--- src/design/stcon_pkg.sv ---
`timescale 1ns / 1ps
// Shared types, codes and the scan code decode table for the scan code console.
// No dependencies; used by the front end, back end, top level and bench.
package stcon_pkg;

  localparam int COL_W  = 7;
  localparam int ROW_W  = 5;
  localparam int POS_W  = 11;
  localparam int LEN_W  = 8;
  localparam int SLOT_W = 7;
  localparam int CHAR_W = 8;

  // Set-1 codes
  localparam logic [7:0] CODE_PREFIX    = 8'hE0;
  localparam logic [7:0] CODE_LEFT      = 8'h4B;
  localparam logic [7:0] CODE_RIGHT     = 8'h4D;
  localparam logic [7:0] CODE_UP        = 8'h48;
  localparam logic [7:0] CODE_DOWN      = 8'h50;
  localparam logic [7:0] CODE_ENTER_UP  = 8'h9C;
  localparam logic [7:0] CODE_BACKSPACE = 8'h0E;
  localparam logic [7:0] CODE_CAPS      = 8'h3A;

  localparam logic [7:0] ERASE_ATTR  = 8'h07;
  localparam logic [7:0] ATTR_RESET  = 8'd14;
  localparam logic [7:0] CHAR_NONE   = 8'h00;
  localparam logic [7:0] CHAR_SPACE  = 8'h20;
  localparam logic [7:0] CHAR_LOW_A  = 8'h61;
  localparam logic [7:0] CHAR_LOW_Z  = 8'h7A;
  localparam logic [7:0] CASE_OFFSET = 8'h20;

  localparam logic [ROW_W-1:0] ROW_RESET = 5'd2;

  typedef enum logic [3:0] {
    OP_NONE,
    OP_TYPE,
    OP_LEFT,
    OP_RIGHT,
    OP_UP,
    OP_DOWN,
    OP_ENTER,
    OP_BACKSPACE,
    OP_CAPS
  } op_t;

  typedef struct packed {
    op_t              op;
    logic [CHAR_W-1:0] ch;
  } cmd_t;

  typedef struct packed {
    logic              cell_write;
    logic [POS_W-1:0]  cell_position;
    logic [CHAR_W-1:0] cell_char;
    logic [7:0]        cell_attribute;
    logic              scroll_up;
    logic [POS_W-1:0]  cursor_position;
    logic              line_write;
    logic [SLOT_W-1:0] line_slot;
    logic [CHAR_W-1:0] line_char;
    logic [LEN_W-1:0]  line_length;
    logic              line_done;
  } result_t;

  // Lower-case character typed by a release code, CHAR_NONE otherwise
  function automatic logic [CHAR_W-1:0] decode_release(input logic [7:0] code);
    logic [CHAR_W-1:0] c;
    case (code)
      8'h82: c = "1";
      8'h83: c = "2";
      8'h84: c = "3";
      8'h85: c = "4";
      8'h86: c = "5";
      8'h87: c = "6";
      8'h88: c = "7";
      8'h89: c = "8";
      8'h8A: c = "9";
      8'h8B: c = "0";
      8'h90: c = "q";
      8'h91: c = "w";
      8'h92: c = "e";
      8'h93: c = "r";
      8'h94: c = "t";
      8'h95: c = "y";
      8'h96: c = "u";
      8'h97: c = "i";
      8'h98: c = "o";
      8'h99: c = "p";
      8'h9E: c = "a";
      8'h9F: c = "s";
      8'hA0: c = "d";
      8'hA1: c = "f";
      8'hA2: c = "g";
      8'hA3: c = "h";
      8'hA4: c = "j";
      8'hA5: c = "k";
      8'hA6: c = "l";
      8'hAC: c = "z";
      8'hAD: c = "x";
      8'hAE: c = "c";
      8'hAF: c = "v";
      8'hB0: c = "b";
      8'hB1: c = "n";
      8'hB2: c = "m";
      8'hB9: c = CHAR_SPACE;
      default: c = CHAR_NONE;
    endcase
    return c;
  endfunction

endpackage

--- src/design/stcon_fifo.sv ---
`timescale 1ns / 1ps
// Two-entry queue of WIDTH-bit beats with push/full and pop/empty sides.
// No package dependencies.
module stcon_fifo #(
  parameter int WIDTH = 8
) (
  input  logic             clk,
  input  logic             rst,
  input  logic             push,
  input  logic [WIDTH-1:0] din,
  output logic             full,
  input  logic             pop,
  output logic [WIDTH-1:0] dout,
  output logic             empty
);

  logic [WIDTH-1:0] slots [2];
  logic             wr_ptr;
  logic             rd_ptr;
  logic [1:0]       count;
  logic             do_push;
  logic             do_pop;

  assign full    = (count == 2'd2);
  assign empty   = (count == 2'd0);
  assign do_push = push && !full;
  assign do_pop  = pop && !empty;
  assign dout    = slots[rd_ptr];

  always_ff @(posedge clk) begin
    if (do_push) begin
      slots[wr_ptr] <= din;
    end
  end

  always_ff @(posedge clk) begin
    if (rst) begin
      wr_ptr <= 1'b0;
      rd_ptr <= 1'b0;
      count  <= 2'd0;
    end else begin
      if (do_push) begin
        wr_ptr <= !wr_ptr;
      end
      if (do_pop) begin
        rd_ptr <= !rd_ptr;
      end
      count <= count + {1'b0, do_push} - {1'b0, do_pop};
    end
  end

endmodule

--- src/design/stcon_front.sv ---
`timescale 1ns / 1ps
// Front end: tracks the 0xE0 prefix and classifies each scan code into a command.
// Depends on stcon_pkg.
module stcon_front (
  input  logic                clk,
  input  logic                rst,
  input  logic                accept,
  input  logic [7:0]          key_code,
  output stcon_pkg::cmd_t     cmd
);

  logic                          extended_pending;
  logic [stcon_pkg::CHAR_W-1:0]  ch;

  assign ch = stcon_pkg::decode_release(key_code);

  always_comb begin
    cmd.ch = ch;
    if (key_code == stcon_pkg::CODE_PREFIX) begin
      cmd.op = stcon_pkg::OP_NONE;
    end else if (extended_pending && key_code == stcon_pkg::CODE_LEFT) begin
      cmd.op = stcon_pkg::OP_LEFT;
    end else if (extended_pending && key_code == stcon_pkg::CODE_RIGHT) begin
      cmd.op = stcon_pkg::OP_RIGHT;
    end else if (extended_pending && key_code == stcon_pkg::CODE_UP) begin
      cmd.op = stcon_pkg::OP_UP;
    end else if (extended_pending && key_code == stcon_pkg::CODE_DOWN) begin
      cmd.op = stcon_pkg::OP_DOWN;
    end else if (ch != stcon_pkg::CHAR_NONE) begin
      cmd.op = stcon_pkg::OP_TYPE;
    end else if (key_code == stcon_pkg::CODE_ENTER_UP) begin
      cmd.op = stcon_pkg::OP_ENTER;
    end else if (key_code == stcon_pkg::CODE_BACKSPACE) begin
      cmd.op = stcon_pkg::OP_BACKSPACE;
    end else if (key_code == stcon_pkg::CODE_CAPS) begin
      cmd.op = stcon_pkg::OP_CAPS;
    end else begin
      cmd.op = stcon_pkg::OP_NONE;
    end
  end

  always_ff @(posedge clk) begin
    if (rst) begin
      extended_pending <= 1'b0;
    end else if (accept) begin
      extended_pending <= (key_code == stcon_pkg::CODE_PREFIX);
    end
  end

endmodule

--- src/design/stcon_back.sv ---
`timescale 1ns / 1ps
// Back end: cursor, caps lock and line length state; turns one command into one result.
// Depends on stcon_pkg.
module stcon_back #(
  parameter int LINE_CAPACITY  = 128,
  parameter int SCREEN_COLUMNS = 80,
  parameter int SCREEN_ROWS    = 25
) (
  input  logic                 clk,
  input  logic                 rst,
  input  logic [7:0]           text_attribute,
  input  stcon_pkg::cmd_t      cmd,
  input  logic                 cmd_empty,
  output logic                 cmd_pop,
  output stcon_pkg::result_t   res,
  output logic                 res_push,
  input  logic                 res_full
);

  localparam int CW = stcon_pkg::COL_W;
  localparam int RW = stcon_pkg::ROW_W;
  localparam int LW = stcon_pkg::LEN_W;
  localparam logic [CW:0]   COLS     = (CW + 1)'(SCREEN_COLUMNS);
  localparam logic [CW-1:0] LAST_COL = CW'(SCREEN_COLUMNS - 1);
  localparam logic [RW:0]   ROWS     = (RW + 1)'(SCREEN_ROWS);
  localparam logic [RW-1:0] LAST_ROW = RW'(SCREEN_ROWS - 1);
  localparam logic [LW-1:0] CAP      = LW'(LINE_CAPACITY);

  logic [CW-1:0] col, col_next;
  logic [RW-1:0] row, row_next;
  logic          caps, caps_next;
  logic [LW-1:0] line_count, line_count_next;
  logic [CW:0]   col_inc;
  logic [RW:0]   row_inc;
  logic [7:0]    typed;
  logic          step;

  function automatic logic [stcon_pkg::POS_W-1:0] cell_of(input logic [RW-1:0] r,
                                                          input logic [CW-1:0] c);
    logic [12:0] p;
    p = 13'(r) * 13'(SCREEN_COLUMNS) + 13'(c);
    return p[stcon_pkg::POS_W-1:0];
  endfunction

  assign step     = !cmd_empty && !res_full;
  assign cmd_pop  = step;
  assign res_push = step;
  assign col_inc  = {1'b0, col} + 1'b1;
  assign row_inc  = {1'b0, row} + 1'b1;
  assign typed    = (caps && cmd.ch >= stcon_pkg::CHAR_LOW_A && cmd.ch <= stcon_pkg::CHAR_LOW_Z)
                  ? cmd.ch - stcon_pkg::CASE_OFFSET : cmd.ch;

  always_comb begin
    col_next        = col;
    row_next        = row;
    caps_next       = caps;
    line_count_next = line_count;
    res             = '0;
    case (cmd.op)
      stcon_pkg::OP_LEFT: begin
        if (col != '0) col_next = col - 1'b1;
      end
      stcon_pkg::OP_RIGHT: begin
        if (col_inc < COLS) col_next = col_inc[CW-1:0];
      end
      stcon_pkg::OP_UP: begin
        if (row != '0) row_next = row - 1'b1;
      end
      stcon_pkg::OP_DOWN: begin
        if (row_inc < ROWS) row_next = row_inc[RW-1:0];
      end
      stcon_pkg::OP_TYPE: begin
        res.cell_write     = 1'b1;
        res.cell_position  = cell_of(row, col);
        res.cell_char      = typed;
        res.cell_attribute = text_attribute;
        if (col_inc >= COLS) begin
          col_next = '0;
          if (row_inc >= ROWS) begin
            row_next      = LAST_ROW;
            res.scroll_up = 1'b1;
          end else begin
            row_next = row_inc[RW-1:0];
          end
        end else begin
          col_next = col_inc[CW-1:0];
        end
        if (line_count < CAP) begin
          res.line_write  = 1'b1;
          res.line_slot   = line_count[stcon_pkg::SLOT_W-1:0];
          res.line_char   = typed;
          line_count_next = line_count + 1'b1;
        end
      end
      stcon_pkg::OP_ENTER: begin
        col_next = '0;
        if (row_inc < ROWS) row_next = row_inc[RW-1:0];
        line_count_next = '0;
        res.line_done   = 1'b1;
      end
      stcon_pkg::OP_BACKSPACE: begin
        if (col != '0) begin
          col_next = col - 1'b1;
        end else if (row != '0) begin
          row_next = row - 1'b1;
          col_next = LAST_COL;
        end
        res.cell_write     = 1'b1;
        res.cell_position  = cell_of(row_next, col_next);
        res.cell_char      = stcon_pkg::CHAR_SPACE;
        res.cell_attribute = stcon_pkg::ERASE_ATTR;
        if (line_count != '0) line_count_next = line_count - 1'b1;
      end
      stcon_pkg::OP_CAPS: begin
        caps_next = !caps;
      end
      default: begin
      end
    endcase
    res.cursor_position = cell_of(row_next, col_next);
    res.line_length     = line_count_next;
  end

  always_ff @(posedge clk) begin
    if (rst) begin
      col        <= '0;
      row        <= stcon_pkg::ROW_RESET;
      caps       <= 1'b0;
      line_count <= '0;
    end else if (step) begin
      col        <= col_next;
      row        <= row_next;
      caps       <= caps_next;
      line_count <= line_count_next;
    end
  end

`ifndef NO_ASSERTIONS
  a_col_range: assert property (@(posedge clk) disable iff (rst)
    {1'b0, col} < COLS) else $error("cursor column out of range");
  a_row_range: assert property (@(posedge clk) disable iff (rst)
    $past(step) |-> {1'b0, row} < ROWS) else $error("cursor row out of range");
  a_line_cap: assert property (@(posedge clk) disable iff (rst)
    line_count <= CAP) else $error("line length above capacity");
  a_scroll_write: assert property (@(posedge clk) disable iff (rst)
    res.scroll_up |-> res.cell_write && res.line_done == 1'b0)
    else $error("scroll without a typed cell");
  a_same_char: assert property (@(posedge clk) disable iff (rst)
    (res.cell_write && res.line_write) |-> res.cell_char == res.line_char)
    else $error("screen and line store disagree on character");
`endif

endmodule

--- src/design/scancode_text_console_unit.sv ---
`timescale 1ns / 1ps
// Top level of the scan code text console: attribute register, front, queues, back.
// Depends on stcon_pkg, stcon_front, stcon_fifo, stcon_back.
//
//  channel   handshake            payload
//  -------   ------------------   ---------------------------------------------
//  input     push / full          key_code
//  result    pop / empty          cell_*, scroll_up, cursor_position, line_*
//  config    attr_write           attr_data (text_attribute, no read-back)
//
// One beat per cycle in both directions while the receiver keeps pop high; every scan code gives one result.
// A pushed byte is classified and written to the command queue; the back end pops it
// when the result queue has room, and its result shows on the result ports once queued.
// Stalls: a two-entry queue sits between front and back and another holds results,
// so a blocked pop backs up to full after four beats without losing any.
// rst (synchronous) empties both queues, clears the prefix flag, caps lock and line
// length, puts the cursor at column 0, row 2 and the attribute back to 14.
module scancode_text_console_unit #(
  parameter int LINE_CAPACITY  = 128,
  parameter int SCREEN_COLUMNS = 80,
  parameter int SCREEN_ROWS    = 25
) (
  input  logic        clk,
  input  logic        rst,
  // input beats
  input  logic        push,
  output logic        full,
  input  logic [7:0]  key_code,
  // configuration
  input  logic        attr_write,
  input  logic [7:0]  attr_data,
  // result beats
  output logic        empty,
  input  logic        pop,
  output logic        cell_write,
  output logic [10:0] cell_position,
  output logic [7:0]  cell_char,
  output logic [7:0]  cell_attribute,
  output logic        scroll_up,
  output logic [10:0] cursor_position,
  output logic        line_write,
  output logic [6:0]  line_slot,
  output logic [7:0]  line_char,
  output logic [7:0]  line_length,
  output logic        line_done
);

  localparam int CMD_W = $bits(stcon_pkg::cmd_t);
  localparam int RES_W = $bits(stcon_pkg::result_t);

  logic               accept;
  logic [7:0]         text_attribute;
  stcon_pkg::cmd_t    front_cmd;
  stcon_pkg::cmd_t    back_cmd;
  logic               cmd_empty;
  logic               cmd_pop;
  stcon_pkg::result_t back_res;
  logic               res_push;
  logic               res_full;
  stcon_pkg::result_t head;

  assign accept = push && !full;

  // Attribute register; the user must write it only while idle (the block does not enforce this)
  always_ff @(posedge clk) begin
    if (rst) begin
      text_attribute <= stcon_pkg::ATTR_RESET;
    end else if (attr_write) begin
      text_attribute <= attr_data;
    end
  end

  // Prefix tracking and command classification
  stcon_front u_front (
    .clk      (clk),
    .rst      (rst),
    .accept   (accept),
    .key_code (key_code),
    .cmd      (front_cmd)
  );

  // Command queue between front and back; its full flag is the input full
  stcon_fifo #(.WIDTH(CMD_W)) u_cmd_q (
    .clk   (clk),
    .rst   (rst),
    .push  (push),
    .din   (front_cmd),
    .full  (full),
    .pop   (cmd_pop),
    .dout  (back_cmd),
    .empty (cmd_empty)
  );

  // Cursor, caps and line state; one command per cycle when the result queue has room
  stcon_back #(
    .LINE_CAPACITY  (LINE_CAPACITY),
    .SCREEN_COLUMNS (SCREEN_COLUMNS),
    .SCREEN_ROWS    (SCREEN_ROWS)
  ) u_back (
    .clk            (clk),
    .rst            (rst),
    .text_attribute (text_attribute),
    .cmd            (back_cmd),
    .cmd_empty      (cmd_empty),
    .cmd_pop        (cmd_pop),
    .res            (back_res),
    .res_push       (res_push),
    .res_full       (res_full)
  );

  // Result queue; its head is what the result ports show
  stcon_fifo #(.WIDTH(RES_W)) u_res_q (
    .clk   (clk),
    .rst   (rst),
    .push  (res_push),
    .din   (back_res),
    .full  (res_full),
    .pop   (pop),
    .dout  (head),
    .empty (empty)
  );

  assign cell_write      = head.cell_write;
  assign cell_position   = head.cell_position;
  assign cell_char       = head.cell_char;
  assign cell_attribute  = head.cell_attribute;
  assign scroll_up       = head.scroll_up;
  assign cursor_position = head.cursor_position;
  assign line_write      = head.line_write;
  assign line_slot       = head.line_slot;
  assign line_char       = head.line_char;
  assign line_length     = head.line_length;
  assign line_done       = head.line_done;

endmodule

--- config.mk ---
export PLATFORM = sky130hd
export DESIGN_NAME = scancode_text_console_unit
export DESIGN_NICKNAME = d
export VERILOG_FILES = /design/src/design/stcon_pkg.sv /design/src/design/stcon_fifo.sv /design/src/design/stcon_front.sv /design/src/design/stcon_back.sv /design/src/design/scancode_text_console_unit.sv
export SDC_FILE = /design/constraint.sdc
export NUM_CORES = 1
export LEC_CHECK = 0
export BUFFER_PORTS_ARGS = -buffer_cell sky130_fd_sc_hd__buf_4
export CORE_AREA = 2 2 171 173
export CTS_BUF_LIST = sky130_fd_sc_hd__clkbuf_4 sky130_fd_sc_hd__clkbuf_8
export CTS_CLUSTER_DIAMETER = 40
export CTS_CLUSTER_SIZE = 25
export DETAILED_ROUTE_END_ITERATION = 12
export DIE_AREA = 0 0 173 175
export GPL_TIMING_DRIVEN = 0
export PLACE_DENSITY = 0.65
export SYNTH_ARGS = -nofsm -noshare
export SYNTH_HDL_FRONTEND = slang
export SYNTH_SLANG_ARGS = --single-unit
--- constraint.sdc ---
create_clock -name clk -period 10.5 [get_ports clk]
set_clock_uncertainty 0.05 [all_clocks]
set_input_delay 1.05 -clock clk [delete_from_list [all_inputs] [get_ports clk]]
set_output_delay 1.05 -clock clk [all_outputs]
set_load 0.01 [all_outputs]
==> Word level (Yosys, flattened, before mapping) <==
Memory sizes are Yosys's and may differ from the RTL's. A register that Yosys moved wholly into a read port is not among the register bits.
Cells that the tools add are included.
Widths: inputs -> output; s select.
{ "word_totals": {"input_bits": 21, "output_inout_bits": 67, "ram_bits": 152, "n_memories": 2, "regBits": 38} }
{ "op_classes": {"reduce_logical": 28, "n_eq_ne": 55, "n_mux": 43, "mul": 3, "addsub": 14, "magnitude_cmp": 7} }
{ "mem_list": {"columns": ["memory", "words", "width", "rd", "rd_clocked_by_memory_dff", "write_ports", "line_no", "text"], "rows": [
  ["u_res_q.slots", 2, 65, 1, 1, 1, "stcon_fifo.sv:17", "logic [WIDTH-1:0] slots [2];"],
  ["u_cmd_q.slots", 2, 11, 1, 1, 1, "stcon_fifo.sv:17", null]
]} }
{ "ops": {"columns": ["op", "n"], "rows": [
  ["$eq 8x8->1 const B", 39],
  ["$pmux 7 s37", 1],
  ["$pmux 28 s2", 1],
  ["$mux 7", 6],
  ["$mux 4", 9],
  ["$pmux 7 s5", 1],
  ["$add 11x7->11", 3],
  ["$eq 8x7->1 const B", 4],
  ["$mux 16", 2],
  ["$mux 5", 6],
  ["$mux 8", 3],
  ["$pmux 8 s3", 1],
  ["$mul 5x3->7 const B", 3],
  ["$pmux 5 s4", 1],
  ["$eq 4x3->1 const B", 4],
  ["$ge 8x7->1 const B", 2],
  ["$reduce_bool 8->1", 2],
  ["$mux 1", 12],
  ["$logic_and 1x1->1", 11],
  ["$logic_not 1->1", 9],
  ["$add 7x1->8 const B", 1],
  ["$add 8x1->8 const B", 1],
  ["$eq 4x2->1 const B", 2],
  ["$eq 8x4->1 const B", 1],
  ["other kinds (21)", 25]
]} }

==> Depth between registers and ports, before layout <==
{ "depth": {"word_depth": 10, "mapped_depth": 18, "ltp_nobuf": 17} }

==> Hierarchy <==
A second synthesis with hierarchy kept.
{ "unflattened": {"hier_cells": 1047, "area_unflattened_um2": 11343.4} }
{ "by_module_without_submodules": {"columns": ["module", "seq_area_each_um2", "cells_per_inst", "instances", "area_each_um2"], "rows": [
  ["stcon_fifo (u_res_q)", 4003.8, 229, 1, 4938.5],
  ["stcon_back", 420.4, 576, 1, 4033.9],
  ["stcon_fifo (u_cmd_q)", 820.8, 64, 1, 1096.1],
  ["stcon_front", 20.0, 151, 1, 972.2],
  ["scancode_text_console_unit", 160.2, 27, 1, 302.8]
]} }

==> Least setup slack after synthesis <==
OpenSTA, ideal clock, no wires.
{ "synth_timing": {"path_type": "register -> register", "from": "register u_back.row[0]", "to": "memory u_res_q.slots[0][35] (netlist bit) (data pin)", "synth_period_minus_slack_ps": 4507, "stages_incl_launch_ff": 18, "path_slack_ps": 5993, "t_required_ps": 10175, "arrival_ps": 4183, "path_cell_list": "dfxtp_1 > clkbuf_1 > clkinv_1 > ha_1 > nor4b_1 > nor3_4 > mux2i_1 > a211o_1 > a211oi_2 > o22ai_1 > ha_1 > ha_1 > inv_1 > fa_1 > or2_2 > o21a_1 > o32ai_1 > xor2_1"} }
{ "synth_rtl": {"columns": ["element", "line_no", "text"], "rows": [
  ["start, declared", "stcon_back.sv:30", "logic [RW-1:0] row, row_next;"],
  ["start signal, assigned", "stcon_back.sv:127", "row <= stcon_pkg::ROW_RESET;"],
  ["start signal, assigned", "stcon_back.sv:132", "row <= row_next;"],
  ["end, declared", "stcon_fifo.sv:17", null]
]} }

==> flow_summary.ini <==
[routing]
ant_nets = 0
wire_per_inst_um = 19.10
vias_per_cell = 5.540
dr.first_iter.drc_count = 639
drt_first_pass_iters = 7
totalWireLength_mm = 29.26
vias = 8487
drc = 0

[synth]
netlist_area_mm2 = 0.01093
netlist_instances = 1030
synth-async-reset-ratio_pct = 0
netlist_top_cells_area = edfxtp_1 42%, dfxtp_1 7.3%, mux2_2 6.9%
synth.yosys.seq_area_share_pct = 49.07
postSynthNetCount = 1098
synth_top_area_share_pct = 41.75
synth-edff-count = 152
synth_seq_cells = 192
ys_warn_count = 0
ys.flop_type = edfxtp_1
syn_area_per_cell_um2 = 10.61
yosysUniqueCellTypes = 75
yosysTopAreaCell = edfxtp_1

[sta]
rsz0062_at_grt = no
fin_hold_ws_ps = 426.9
fin_crit_sh_pct = 52.67
fmax_mhz = 180.8
fin_crit_ps = 5530
hold_viol_final = 0
setup_tns_ps = 0
slew_headroom_pct = 13.60
worst_pin_slew_ps = 1278
slew_viol_final = 0
setup_violations = 0

[clocking]
hold_buffers = 0
cts_sinks = 192
cts_tree = done
root_buffer = clkbuf_8
post-cts-setup-buffer-count = 0
clockBufferDepth = 2
cts_made_buffers = 17
cts_max_level = 4
clkTransAtPathRegs_ps = 100
clk_latency_ps = 490
cts_resized = 0

[grt]
grtUsageTotal_pct = 19.29
grt_max_degree = 44
overflow = 0
antenna_found_initial = 0
first_global_vias = 8217
grt_pass1_wl_mm = 45.89

[place]
place_area_mm2 = 0.01211
dp.final_hpwl_mm = 21.35
port_buffers = 83
gp_congestion = 0.9522

[worst_hold_path]
hold_class = reg -> reg

[outcome]
status = completed

[worst_setup_path]
critPathArrivalTime_ps = 5700
path_max_fanout = 8
worstPathRequired_ps = 10670
critPathKind = reg -> reg
worstSetupStartpointType = flop
critPathCaptureType = flop

[die]
core-area_mm2 = 0.02839
die_y_um = 175
die_w_um = 173
die_area_mm2 = 0.03028
initial_core_util_pct = 38.51
pin_count = 88
num_rows = 62

[cells_and_area]
drive_gt1_share_pct = 18.03
fin_util_pct = 43.94
syn_to_final_growth_pct = 14.11
final_area_mm2 = 0.01248
antennaDiodeCount = 0
final_nets = 1203

[power_and_ir_drop]
ir_worst_vdd_uv = 120.5
finalPower_mw = 3.158
leakagePower_nw = 4.688
powerDensity_mw_per_mm2 = 253.1

[flow_run]
cap_violations = 0
## path summary, 6_finish.rpt
kind / endpoint / slack (ps) / from / cells past startpoint
worst max-delay path: u_res_q.slots[0][35] / 4970 / u_back.row[0] / 17
worst min-delay path: text_attribute[3] / 430 / text_attribute[3] / 2
worst max register to register: u_res_q.slots[0][35] / 4970 / u_back.row[0] / 17
worst min register to register: text_attribute[3] / 430 / text_attribute[3] / 2
## worst max-delay path: stages, from the launching register on
cell and delay [ps]:
dfxtp_1 400, clkbuf_1 250, clkinv_1 220, ha_1 250, nor4b_1 1040, nor3_4 130, mux2i_1 280, a211o_1 400
a211oi_2 250, o22ai_1 160, ha_1 310, ha_1 180, inv_1 60, fa_1 420, or2_2 330, o21a_1 110
o32ai_1 300, xor2_1 130
## per-layer routing
metal  vias to the layer above  track usage [%]  wire length, µm
met5                         -                0                0
met4                         0            6.744              722
met3                        42            2.676             1508
met2                       274            32.45            14210
met1                      4125            25.55            12820
li1                       4046                -                -
## Yosys cell counts, drive strengths merged (16+ instances only)
library cell  number
clkbuf            50
nand3             21
o21ai             52
a21oi             51
xnor2             21
nand2b            18
ha                41
edfxtp           152
nor2              82
inv               42
dfxtp             40
a211oi            17
nor3              19
a21o              19
nor2b             18
mux2              67
mux2i             23
o22ai             16
nand2             85
## area by class of cell
cell class                 instances  area, µm²
inverter                          43      161.4
buffer                            58      229.0
multi-input combinational        737       5187
fill                            2706      15920
tap                              384      480.5
timing repair buffer              86      690.7
clock buffer                      19      249.0
clock inverter                    13      112.6
sequential                       192       5365
## per-stage QoR
step / worst slack, ps / std cells
finish: 4970 / 1532
global route: 4749 / 1532
CTS: 5101 / 1532
detailed placement: 5134 / 1500
global placement: 4262 / 1497
floorplan: 5993 / 1030
## cell families (layout without fill, tap and decap cells)
kind of cell               count (synthesis)  count (layout)  share of synthesized area [%]
xor gates and xnor gates                  35              35                          2.804
AOI/OAI and AO/OA                        245             245                          15.16
adders and majority gates                 47              47                          5.791
buffers and inverters                    101             219                          3.570
DFF                                      192             192                          49.07
and+or+nand+nor                          320             320                          14.59
muxes                                     90              90                          9.007
## where the power goes
group	switching (mW)	total [mW]	internal, mW
combinational	0.919	1.55	0.627
sequential	0.0678	1.16	1.09
clock	0.262	0.455	0.193
## registers in the layout, summed over array words and instances, names as in the netlist, named ones only
| signal | cells |
|---|---|
| u_cmd_q.rd_ptr | 1 |
| u_front.extended_pending | 1 |
| u_res_q.rd_ptr | 1 |
| u_res_q.slots | 130 |
| u_back.line_count | 8 |
| u_res_q.count | 2 |
| u_cmd_q.wr_ptr | 1 |
| u_back.col | 7 |
| u_back.caps | 1 |
| text_attribute | 8 |
| u_cmd_q.slots | 22 |
| u_cmd_q.count | 2 |
| u_back.row | 5 |
| u_res_q.wr_ptr | 1 |
## placed cells by master (no fill, tap or decap), drive strengths merged, types with 40 or more instances in the layout
cell | netlist | final
o21ai | 52 | 52
clkbuf | 50 | 69
mux2 | 67 | 67
nor2 | 82 | 82
ha | 41 | 41
dfxtp | 40 | 40
inv | 42 | 45
edfxtp | 152 | 152
nand2 | 85 | 85
buf | 8 | 94
a21oi | 51 | 51
Note: power is estimated with default switching activity, not from simulation.
